$ cat config.mk
export PLATFORM = sky130hd
export DESIGN_NAME = timer_mult_shift_calculator
export DESIGN_NICKNAME = d
export VERILOG_FILES = /design/src/rtl/tmsc_pkg.sv /design/src/rtl/tmsc_div.sv /design/src/rtl/timer_mult_shift_calculator.sv
export SDC_FILE = /design/constraint.sdc
export NUM_CORES = 2
export LEC_CHECK = 0
export ABC_AREA = 0
export BUFFER_PORTS_ARGS = -buffer_cell sky130_fd_sc_hd__buf_2
export CORE_MARGIN = 5
export CORE_UTILIZATION = 60
export DETAILED_ROUTE_END_ITERATION = 10
export PLACE_DENSITY_LB_ADDON = 0.3
export SETUP_SLACK_MARGIN = 0.15
export SYNTH_ARGS = -nofsm -noshare
export SYNTH_HDL_FRONTEND = slang
export SYNTH_SLANG_ARGS = --single-unit
$ cat constraint.sdc
create_clock -name clk_i -period 16.6 [get_ports clk_i]
set_clock_uncertainty 0.1 [all_clocks]
set_input_delay 4.98 -clock clk_i [delete_from_list [all_inputs] [get_ports clk_i]]
set_output_delay 4.98 -clock clk_i [all_outputs]
set_load 0.005 [all_outputs]
$ cat src/rtl/tmsc_pkg.sv
// shared types and constants of the timer mult/shift calculator
package tmsc_pkg;

  localparam int unsigned CountW   = 64;
  localparam int unsigned FreqW    = 32;
  localparam int unsigned MultW    = 32;
  localparam int unsigned ShiftW   = 6;
  localparam int unsigned StatusW  = 2;
  localparam int unsigned ProdW    = 62;
  localparam int unsigned TlenW    = ProdW - 32;
  localparam int unsigned DivCntW  = 7;
  localparam int unsigned InDataW  = 160;
  localparam int unsigned OutDataW = 168;

  localparam logic [CountW-1:0]  NsPerSecond = 64'd1000000000;
  localparam logic [CountW-1:0]  HalfSecond  = NsPerSecond / 2;
  localparam logic [CountW-1:0]  SecsCap     = 64'd600;
  localparam logic [CountW-1:0]  NsFloor     = 64'd1000;
  localparam logic [ShiftW-1:0]  MaxShift    = 6'd32;
  localparam logic [DivCntW-1:0] DivSteps    = 7'd64;

  typedef enum logic [StatusW-1:0] {
    STATUS_OK     = 2'd0,
    STATUS_SKIP   = 2'd1,
    STATUS_NOFREQ = 2'd2
  } status_e;

  typedef enum logic [2:0] {
    ST_IDLE,
    ST_SECS,
    ST_MUL,
    ST_LEN,
    ST_SDIV,
    ST_CSH,
    ST_CDIV,
    ST_FIN
  } state_e;

  typedef struct packed {
    logic              start;
    logic [CountW-1:0] dividend;
    logic [MultW-1:0]  divisor;
  } div_req_t;

  typedef struct packed {
    logic              busy;
    logic              done;
    logic [CountW-1:0] quot;
  } div_rsp_t;

endpackage

$ cat src/rtl/tmsc_div.sv
// radix-2 restoring divider, 64-bit dividend by 32-bit divisor, one bit per cycle
module tmsc_div (
  input  logic               clk_i,
  input  logic               rst_ni,
  input  tmsc_pkg::div_req_t req_i,
  output tmsc_pkg::div_rsp_t rsp_o
);
  import tmsc_pkg::*;

  logic               busy_q;
  logic               done_q;
  logic [DivCntW-1:0] cnt_q;
  logic [MultW-1:0]   rem_q;
  logic [CountW-1:0]  quot_q;
  logic [MultW-1:0]   dvsr_q;
  logic [MultW:0]     rem_sh;
  logic [MultW:0]     diff;
  logic               ge;

  assign rem_sh = {rem_q, quot_q[CountW-1]};
  assign ge     = rem_sh >= {1'b0, dvsr_q};
  assign diff   = rem_sh - {1'b0, dvsr_q};

  always_ff @(posedge clk_i or negedge rst_ni) begin
    if (!rst_ni) begin
      busy_q <= 1'b0;
      done_q <= 1'b0;
      cnt_q  <= '0;
    end else if (req_i.start) begin
      busy_q <= 1'b1;
      done_q <= 1'b0;
      cnt_q  <= DivSteps;
    end else if (busy_q) begin
      cnt_q <= cnt_q - 1'b1;
      if (cnt_q == 7'd1) begin
        busy_q <= 1'b0;
        done_q <= 1'b1;
      end
    end else begin
      done_q <= 1'b0;
    end
  end

  always_ff @(posedge clk_i) begin
    if (req_i.start) begin
      rem_q  <= '0;
      quot_q <= req_i.dividend;
      dvsr_q <= req_i.divisor;
    end else if (busy_q) begin
      rem_q  <= ge ? diff[MultW-1:0] : rem_sh[MultW-1:0];
      quot_q <= {quot_q[CountW-2:0], ge};
    end
  end

  assign rsp_o.busy = busy_q;
  assign rsp_o.done = done_q;
  assign rsp_o.quot = quot_q;

endmodule

$ cat src/rtl/timer_mult_shift_calculator.sv
// top level of the timer mult/shift calculator
//
// channel  dir  tdata (low bit up)                                tuser
// s_axis   in   frequency_hz, min_count, max_count                 oneshot
// m_axis   out  mult_out, shift_out, min_nanoseconds,              status
//               max_nanoseconds, 2 zero bits
//
// one word at a time; a periodic or zero-frequency word goes to the finish state, then idle
// a computed word runs seconds division, multiply, length count, one division per tried shift
// and a shift and division for each of min and max, on the shared one-bit-per-cycle divider
// the next word is taken while the result waits in the output register
// reset clears the control state only, there is no clearing pass
module timer_mult_shift_calculator (
  input  logic                              clk_i,
  input  logic                              rst_ni,
  input  logic                              s_axis_tvalid_i,
  output logic                              s_axis_tready_o,
  input  logic [tmsc_pkg::InDataW-1:0]      s_axis_tdata_i,  // frequency_hz, min_count, max_count
  input  logic                              s_axis_tuser_i,  // oneshot
  output logic                              m_axis_tvalid_o,
  input  logic                              m_axis_tready_i,
  output logic [tmsc_pkg::OutDataW-1:0]     m_axis_tdata_o,  // mult_out, shift_out, min_ns, max_ns
  output logic [tmsc_pkg::StatusW-1:0]      m_axis_tuser_o   // status
);
  import tmsc_pkg::*;

  state_e              state_q, state_d;
  status_e             status_q, status_d;
  logic [FreqW-1:0]    freq_q, freq_d;
  logic [CountW-1:0]   minc_q, minc_d;
  logic [CountW-1:0]   maxc_q, maxc_d;
  logic [FreqW-1:0]    secs_q, secs_d;
  logic [ProdW-1:0]    prod_q, prod_d;
  logic [TlenW-1:0]    tlen_q, tlen_d;
  logic [ShiftW-1:0]   acc_q, acc_d;
  logic [ShiftW-1:0]   cnt_q, cnt_d;
  logic [CountW-1:0]   fsh_q, fsh_d;
  logic [ShiftW-1:0]   sft_q, sft_d;
  logic [MultW-1:0]    mult_q, mult_d;
  logic [CountW-1:0]   sh_q, sh_d;
  logic                ovf_q, ovf_d;
  logic                upper_q, upper_d;
  logic [CountW-1:0]   min_ns_q, min_ns_d;
  logic [CountW-1:0]   max_ns_q, max_ns_d;
  logic                out_valid_q, out_valid_d;
  logic [OutDataW-1:0] out_data_q, out_data_d;
  status_e             out_user_q, out_user_d;

  div_req_t            div_req;
  div_rsp_t            div_rsp;

  logic [CountW-1:0]   q;
  logic [CountW-1:0]   hi_mask;
  logic                fits;
  logic [CountW-1:0]   sh_eff;
  logic [CountW-1:0]   add;
  logic                mult_le;
  logic [CountW-1:0]   res_ns;
  logic [FreqW-1:0]    in_freq;
  logic                accept;

  tmsc_div u_div (
    .clk_i  (clk_i),
    .rst_ni (rst_ni),
    .req_i  (div_req),
    .rsp_o  (div_rsp)
  );

  assign q       = div_rsp.quot;
  assign hi_mask = ~64'd0 << acc_q;
  assign fits    = (q & hi_mask) == '0;
  assign sh_eff  = ovf_q ? ~64'd0 : sh_q;
  assign add     = {32'd0, mult_q - 32'd1};
  assign mult_le = {1'b0, mult_q} <= (33'd1 << sft_q);
  assign res_ns  = (q > NsFloor) ? q : NsFloor;
  assign in_freq = s_axis_tdata_i[FreqW-1:0];
  assign s_axis_tready_o = (state_q == ST_IDLE);
  assign accept  = s_axis_tvalid_i && s_axis_tready_o;

  always_comb begin
    state_d     = state_q;
    status_d    = status_q;
    freq_d      = freq_q;
    minc_d      = minc_q;
    maxc_d      = maxc_q;
    secs_d      = secs_q;
    prod_d      = prod_q;
    tlen_d      = tlen_q;
    acc_d       = acc_q;
    cnt_d       = cnt_q;
    fsh_d       = fsh_q;
    sft_d       = sft_q;
    mult_d      = mult_q;
    sh_d        = sh_q;
    ovf_d       = ovf_q;
    upper_d     = upper_q;
    min_ns_d    = min_ns_q;
    max_ns_d    = max_ns_q;
    out_valid_d = out_valid_q && !m_axis_tready_i;
    out_data_d  = out_data_q;
    out_user_d  = out_user_q;
    div_req     = '{start: 1'b0, dividend: maxc_q, divisor: freq_q};

    unique case (state_q)
      ST_IDLE: begin
        if (accept) begin
          freq_d   = in_freq;
          minc_d   = s_axis_tdata_i[FreqW+CountW-1:FreqW];
          maxc_d   = s_axis_tdata_i[FreqW+2*CountW-1:FreqW+CountW];
          mult_d   = '0;
          sft_d    = '0;
          min_ns_d = '0;
          max_ns_d = '0;
          priority if (!s_axis_tuser_i) begin
            status_d = STATUS_SKIP;
            state_d  = ST_FIN;
          end else if (in_freq == '0) begin
            status_d = STATUS_NOFREQ;
            state_d  = ST_FIN;
          end else begin
            status_d         = STATUS_OK;
            div_req.start    = 1'b1;
            div_req.dividend = s_axis_tdata_i[FreqW+2*CountW-1:FreqW+CountW];
            div_req.divisor  = in_freq;
            state_d          = ST_SECS;
          end
        end
      end
      ST_SECS: begin
        if (div_rsp.done) begin
          priority if (q == '0) begin
            secs_d = 32'd1;
          end else if (q > SecsCap && maxc_q[CountW-1:32] != '0) begin
            secs_d = SecsCap[FreqW-1:0];
          end else begin
            secs_d = q[FreqW-1:0];
          end
          prod_d  = '0;
          cnt_d   = MaxShift;
          state_d = ST_MUL;
        end
      end
      ST_MUL: begin
        if (cnt_q != '0) begin
          prod_d = {prod_q[ProdW-2:0], 1'b0}
                 + (secs_q[FreqW-1] ? NsPerSecond[ProdW-1:0] : '0);
          secs_d = {secs_q[FreqW-2:0], 1'b0};
          cnt_d  = cnt_q - 1'b1;
        end else begin
          tlen_d  = prod_q[ProdW-1:32];
          acc_d   = MaxShift;
          state_d = ST_LEN;
        end
      end
      ST_LEN: begin
        if (tlen_q != '0 && acc_q != '0) begin
          tlen_d = tlen_q >> 1;
          acc_d  = acc_q - 1'b1;
        end else begin
          sft_d            = MaxShift;
          fsh_d            = {freq_q, 32'd0};
          div_req.start    = 1'b1;
          div_req.dividend = {freq_q, 32'd0} + HalfSecond;
          div_req.divisor  = NsPerSecond[MultW-1:0];
          state_d          = ST_SDIV;
        end
      end
      ST_SDIV: begin
        div_req.divisor = NsPerSecond[MultW-1:0];
        if (div_rsp.done) begin
          if (fits || sft_q == 6'd1) begin
            mult_d  = (q[MultW-1:0] == '0) ? 32'd1 : q[MultW-1:0];
            sft_d   = fits ? sft_q : '0;
            cnt_d   = fits ? sft_q : '0;
            sh_d    = minc_q;
            ovf_d   = 1'b0;
            upper_d = 1'b0;
            state_d = ST_CSH;
          end else begin
            sft_d            = sft_q - 1'b1;
            fsh_d            = fsh_q >> 1;
            div_req.start    = 1'b1;
            div_req.dividend = (fsh_q >> 1) + HalfSecond;
          end
        end
      end
      ST_CSH: begin
        div_req.divisor = mult_q;
        if (cnt_q != '0) begin
          ovf_d = ovf_q | sh_q[CountW-1];
          sh_d  = {sh_q[CountW-2:0], 1'b0};
          cnt_d = cnt_q - 1'b1;
        end else begin
          div_req.start    = 1'b1;
          div_req.dividend = ((~sh_eff > add) && (!upper_q || mult_le)) ? sh_eff + add
                                                                        : sh_eff;
          state_d          = ST_CDIV;
        end
      end
      ST_CDIV: begin
        div_req.divisor = mult_q;
        if (div_rsp.done) begin
          if (!upper_q) begin
            min_ns_d = res_ns;
            upper_d  = 1'b1;
            sh_d     = maxc_q;
            cnt_d    = sft_q;
            ovf_d    = 1'b0;
            state_d  = ST_CSH;
          end else begin
            max_ns_d = res_ns;
            state_d  = ST_FIN;
          end
        end
      end
      ST_FIN: begin
        if (!out_valid_q || m_axis_tready_i) begin
          out_valid_d = 1'b1;
          out_data_d  = {2'b00, max_ns_q, min_ns_q, sft_q, mult_q};
          out_user_d  = status_q;
          state_d     = ST_IDLE;
        end
      end
      default: state_d = ST_IDLE;
    endcase
  end

  always_ff @(posedge clk_i or negedge rst_ni) begin
    if (!rst_ni) begin
      state_q     <= ST_IDLE;
      out_valid_q <= 1'b0;
    end else begin
      state_q     <= state_d;
      out_valid_q <= out_valid_d;
    end
  end

  always_ff @(posedge clk_i) begin
    status_q   <= status_d;
    freq_q     <= freq_d;
    minc_q     <= minc_d;
    maxc_q     <= maxc_d;
    secs_q     <= secs_d;
    prod_q     <= prod_d;
    tlen_q     <= tlen_d;
    acc_q      <= acc_d;
    cnt_q      <= cnt_d;
    fsh_q      <= fsh_d;
    sft_q      <= sft_d;
    mult_q     <= mult_d;
    sh_q       <= sh_d;
    ovf_q      <= ovf_d;
    upper_q    <= upper_d;
    min_ns_q   <= min_ns_d;
    max_ns_q   <= max_ns_d;
    out_data_q <= out_data_d;
    out_user_q <= out_user_d;
  end

  assign m_axis_tvalid_o = out_valid_q;
  assign m_axis_tdata_o  = out_data_q;
  assign m_axis_tuser_o  = out_user_q;

`ifndef NO_ASSERTIONS
  a_skip_zero: assert property (@(posedge clk_i) disable iff (!rst_ni)
    (m_axis_tvalid_o && m_axis_tuser_o != STATUS_OK) |-> m_axis_tdata_o == '0)
    else $error("skipped word carries nonzero fields");

  a_ok_range: assert property (@(posedge clk_i) disable iff (!rst_ni)
    (m_axis_tvalid_o && m_axis_tuser_o == STATUS_OK) |->
      (m_axis_tdata_o[31:0] != '0 && m_axis_tdata_o[37:32] <= MaxShift &&
       m_axis_tdata_o[101:38] >= NsFloor && m_axis_tdata_o[165:102] >= NsFloor))
    else $error("computed word out of range");

  a_div_idle: assert property (@(posedge clk_i) disable iff (!rst_ni)
    div_req.start |-> !div_rsp.busy)
    else $error("divider started while busy");
`endif

endmodule
==> qor.log <==
qor: run_status.status complete, no violations
qor: finish.finalNetCount 4678
qor: routing.wl_met3 18600 microns
qor: setup_path.start_kind input pin
qor: finish.finished_core_util 67.8%
qor: floorplanning.io_pins 337
qor: setup_path.cp_data_arrival_time 8.96 ns
qor: routing.dr_wl_met2 61500 microns
qor: synth.yosys.area.top_type_share 56.5%
qor: routing.highest-signal-layer met5
qor: routing.drt_first_pass_iters 7
qor: synth.synth.mux.area_fraction 0.664%
qor: sta.slew_viol_final 0
qor: cts.numCtsBuffers 90
qor: synth.postSynthAreaPerCell 11.0 sq um
qor: cts.max-clock-path-buffers 3
qor: synth.netlist-cell-type-count 86
qor: run.max-cap-violations 0
qor: cts.cts_setup_buffers 0
qor: global_route.first_global_vias 33000
qor: sta.timing.final.setup_violations 0
qor: worst_hold_path.min_path_type reg2reg
qor: sta.post-route-period-util 52.4%
qor: placed_design.dpl.hpwl 105000 microns
qor: power_and_ir_drop.vdd.ir_drop.worst 128 uV
qor: sta.fmaxAchievable 115 MHz
qor: routing.antenna_left 0
qor: setup_path.crit_start s_axis_tdata_i[25]
qor: cts.worst_path_clk_slew 0.06 ns
qor: synth.synth-adder-area-share 4.44%
qor: placed_design.gp_congestion 1.02
qor: global_route.global_route_usage_over_all_layers 34.5%
qor: synth.synth_top_flop_cell sky130_fd_sc_hd__edfxtp_1
qor: sta.hold_viol_final 0
qor: cts.worstSkewPairLatency 0.65 ns
qor: worst_hold_path.min_from min_ns_q[18]
qor: synth.synth.ff_latch_count 893
qor: synth.synth.area.top_cells sky130_fd_sc_hd__edfxtp_1, sky130_fd_sc_hd__nand2_1, sky130_fd_sc_hd__ha_1
qor: sta.setup_tns 0 ns
qor: routing.initialDrtViolationCount 5605
qor: sta.grt_setup_unrepaired false
qor: synth.synth_area 45100 sq um
qor: routing.vias 35200
qor: setup_path.worst_r2r_startpoint mult_q[13]
qor: floorplanning.coreArea 74400 sq um
qor: routing.drt-vias-per-instance 6.52
qor: setup_path.cpLargestDelayFamily simple AND/OR/NAND/NOR gates
qor: setup_path.crit_required 16.86 ns
qor: routing.route.final.wire_length 144000 microns
qor: cts.ctsHtreeMaxLevel 3
qor: synth.post_synth_xor_xnor_area 3.54%
qor: synth.synth-compound-area-share 13.9%
qor: setup_path.slowest_stage_delay_on_critical_path 0.81 ns
qor: cts.cts.root.buffer_cell sky130_fd_sc_hd__clkbuf_16
qor: synth.proportion_of_synthesized_chip_area_in_sequential_cells 58.6%
qor: cts.cts_resized 0
qor: routing.wl_met1 55400 microns
qor: power_and_ir_drop.total_leakage_power 18.0 nW
qor: floorplanning.chipWidth 284 microns
qor: cts.hold_buffers 0
qor: power_and_ir_drop.p_per_area 88.6 nW/um^2
qor: floorplanning.area_of_the_die 80700 sq um
qor: floorplanning.die_h 284 microns
qor: finish.share_of_layout_cells_above_drive_strength_1 13.0%
qor: synth.synth_simple_gate_area_share 15.5%
qor: routing.drc_errors 0
qor: global_route.grt_antenna_before_repair 7
qor: floorplanning.num_rows 100
qor: setup_path.cp.buffers_inverters 4
qor: setup_path.crit_chain buf_2 -> nor4_1 -> nand2_1 -> nor4_1 -> nor3b_2 -> nor3_2 -> and2_2 -> buf_4 -> inv_2 -> buf_4 -> o21ai_0 -> o221ai_1
qor: synth.edff_count_synth 848
qor: setup_path.worstSetupPathType in2reg
qor: synth.post-synth-top-area-cell sky130_fd_sc_hd__edfxtp_1
qor: global_route.grt_max_degree 89
qor: synth.synth_top_family_by_area simple AND/OR/NAND/NOR gates
qor: setup_path.critPathSlowestCell sky130_fd_sc_hd__nor4_1
qor: finish.syn2layout_area_growth 12.1%
qor: floorplanning.effective_utilization_at_floorplan 60.5%
qor: setup_path.endpoint_kind flip-flop
qor: global_route.grt_overflow_total 0
qor: sta.timing.slew.headroom 19.5%
qor: cts.cts_tree yes
qor: cts.clock_sink_count 893
qor: setup_path.critPathMaxFanout 78
qor: global_route.grt_pass1_wl 212000 microns
qor: synth.yosysWarningCount 0
qor: synth.postSynthCellCount 4083
qor: synth.share_of_flip_flops_with_an_asynchronous_set_or_reset 1.46%
qor: routing.wire_per_inst 26.6 microns
qor: placed_design.port_buffer_cells 334
qor: sta.tightest_slew 1.21 ns
qor: sta.final_period_minus_worst_setup_slack 8.70 ns
-- state kept, by name (all words and copies together) (netlist names), 7 cells and up --
register,flops
m_axis_tdata_o,166
max_ns_q,64
maxc_q,64
min_ns_q,64
minc_q,64
sh_q,64
u_div.quot_q,64
fsh_q,63
prod_q,53
freq_q,32
mult_q,32
secs_q,32
u_div.dvsr_q,32
u_div.rem_q,32
tlen_q,30
u_div.cnt_q,7
-- Yosys cell counts, types with 85 or more instances --
master and number:
sky130_fd_sc_hd__o21ai_0 222, sky130_fd_sc_hd__clkbuf_1 165, sky130_fd_sc_hd__nand2_1 551, sky130_fd_sc_hd__a22oi_1 85
sky130_fd_sc_hd__edfxtp_1 848, sky130_fd_sc_hd__xnor2_1 108, sky130_fd_sc_hd__inv_1 190, sky130_fd_sc_hd__ha_1 156
sky130_fd_sc_hd__a21oi_1 244, sky130_fd_sc_hd__nor2_1 305, sky130_fd_sc_hd__and2_1 141, sky130_fd_sc_hd__nand3_1 98
-- metal layers --
metal	up-vias	track usage, %
met4	4	16.4
met5	-	0
met3	357	7.91
li1	15600	-
met1	16800	49.1
met2	2393	50.7
-- logic make-up (layout without fill, tap and decap cells) --
logic type,after synthesis,count (layout)
AO/OA/AOI/OAI,954,954
XOR/XNOR,182,182
adder cells (fa/ha/maj),159,159
buffers and inverters,392,735
flip-flops,893,893
multiplexers,29,29
other,1,7
AND/OR/NAND/NOR,1473,1473
-- report_power, final --
| part | internal [mW] | switching, mW | leakage (nW) |
|---|---|---|---|
| logic | 0.0144 | 0.0229 | 9.50 |
| registers | 2.43 | 0.0000000000000000152 | 7.09 |
| clock network | 1.13 | 0.872 | 1.40 |
-- placed cells by master, fill, tap and decap left out, types with 55 or more instances in the layout --
cell and count:
sky130_fd_sc_hd__xor2_1 74, sky130_fd_sc_hd__o21ai_0 221, sky130_fd_sc_hd__xnor2_1 108, sky130_fd_sc_hd__buf_2 334
sky130_fd_sc_hd__ha_1 156, sky130_fd_sc_hd__nand3_1 97, sky130_fd_sc_hd__a22oi_1 85, sky130_fd_sc_hd__nor4_1 55
sky130_fd_sc_hd__nand2_1 550, sky130_fd_sc_hd__edfxtp_1 848, sky130_fd_sc_hd__clkbuf_16 90, sky130_fd_sc_hd__nor3_1 57
sky130_fd_sc_hd__a21oi_1 242, sky130_fd_sc_hd__and2_1 138, sky130_fd_sc_hd__nor2_1 301, sky130_fd_sc_hd__inv_1 188
-- through the flow --
step	setup slack (ns)	hold slack, ns	instance area (sq um)	total power [mW]	std cells
after global placement	7.66	0.301	47600	2.52	5232
after floorplan	3.28	0.300	45100	2.48	4084
after global routing	7.86	0.321	50500	4.59	5397
after detailed placement	7.53	0.305	47600	2.52	5232
after CTS	8.16	0.316	50500	4.49	5396
final	7.90	0.314	50500	4.47	5401
-- final cells by class --
| class | instances | area (sq um) |
|---|---|---|
| inverters | 194 | 734 |
| well taps | 969 | 1210 |
| flip-flops and latches | 893 | 26400 |
| fillers | 5546 | 23900 |
| clock buffers | 106 | 2320 |
| diodes | 5 | 12.5 |
| multi-input cells | 2799 | 17200 |
| clock inverters | 58 | 559 |
| repair buffers | 377 | 1990 |
-- final timing paths --
kind | to | slack, ns | depth (start not counted)
max | u_div.quot_q[52] | 7.90 | 12
min | m_axis_tdata_o[56] | 0.31 | 0
max reg2reg | u_div.quot_q[40] | 9.50 | 16
min reg2reg | m_axis_tdata_o[56] | 0.31 | 0
max in group asynchronous | u_div.busy_q | 11.94 | 1
min in group asynchronous | u_div.cnt_q[1] | 4.15 | 1
-- worst register-to-register path, delay by kind of cell, from the launching register on --
kind | cells | cell delay, ns
adders and majority gates | 1 | 0.48
xor gates and xnor gates | 1 | 0.52
DFF | 1 | 0.67
AOI/OAI and AO/OA | 5 | 1.74
and+or+nand+nor | 9 | 3.31
No activity file was read; power rests on OpenSTA's default activity.
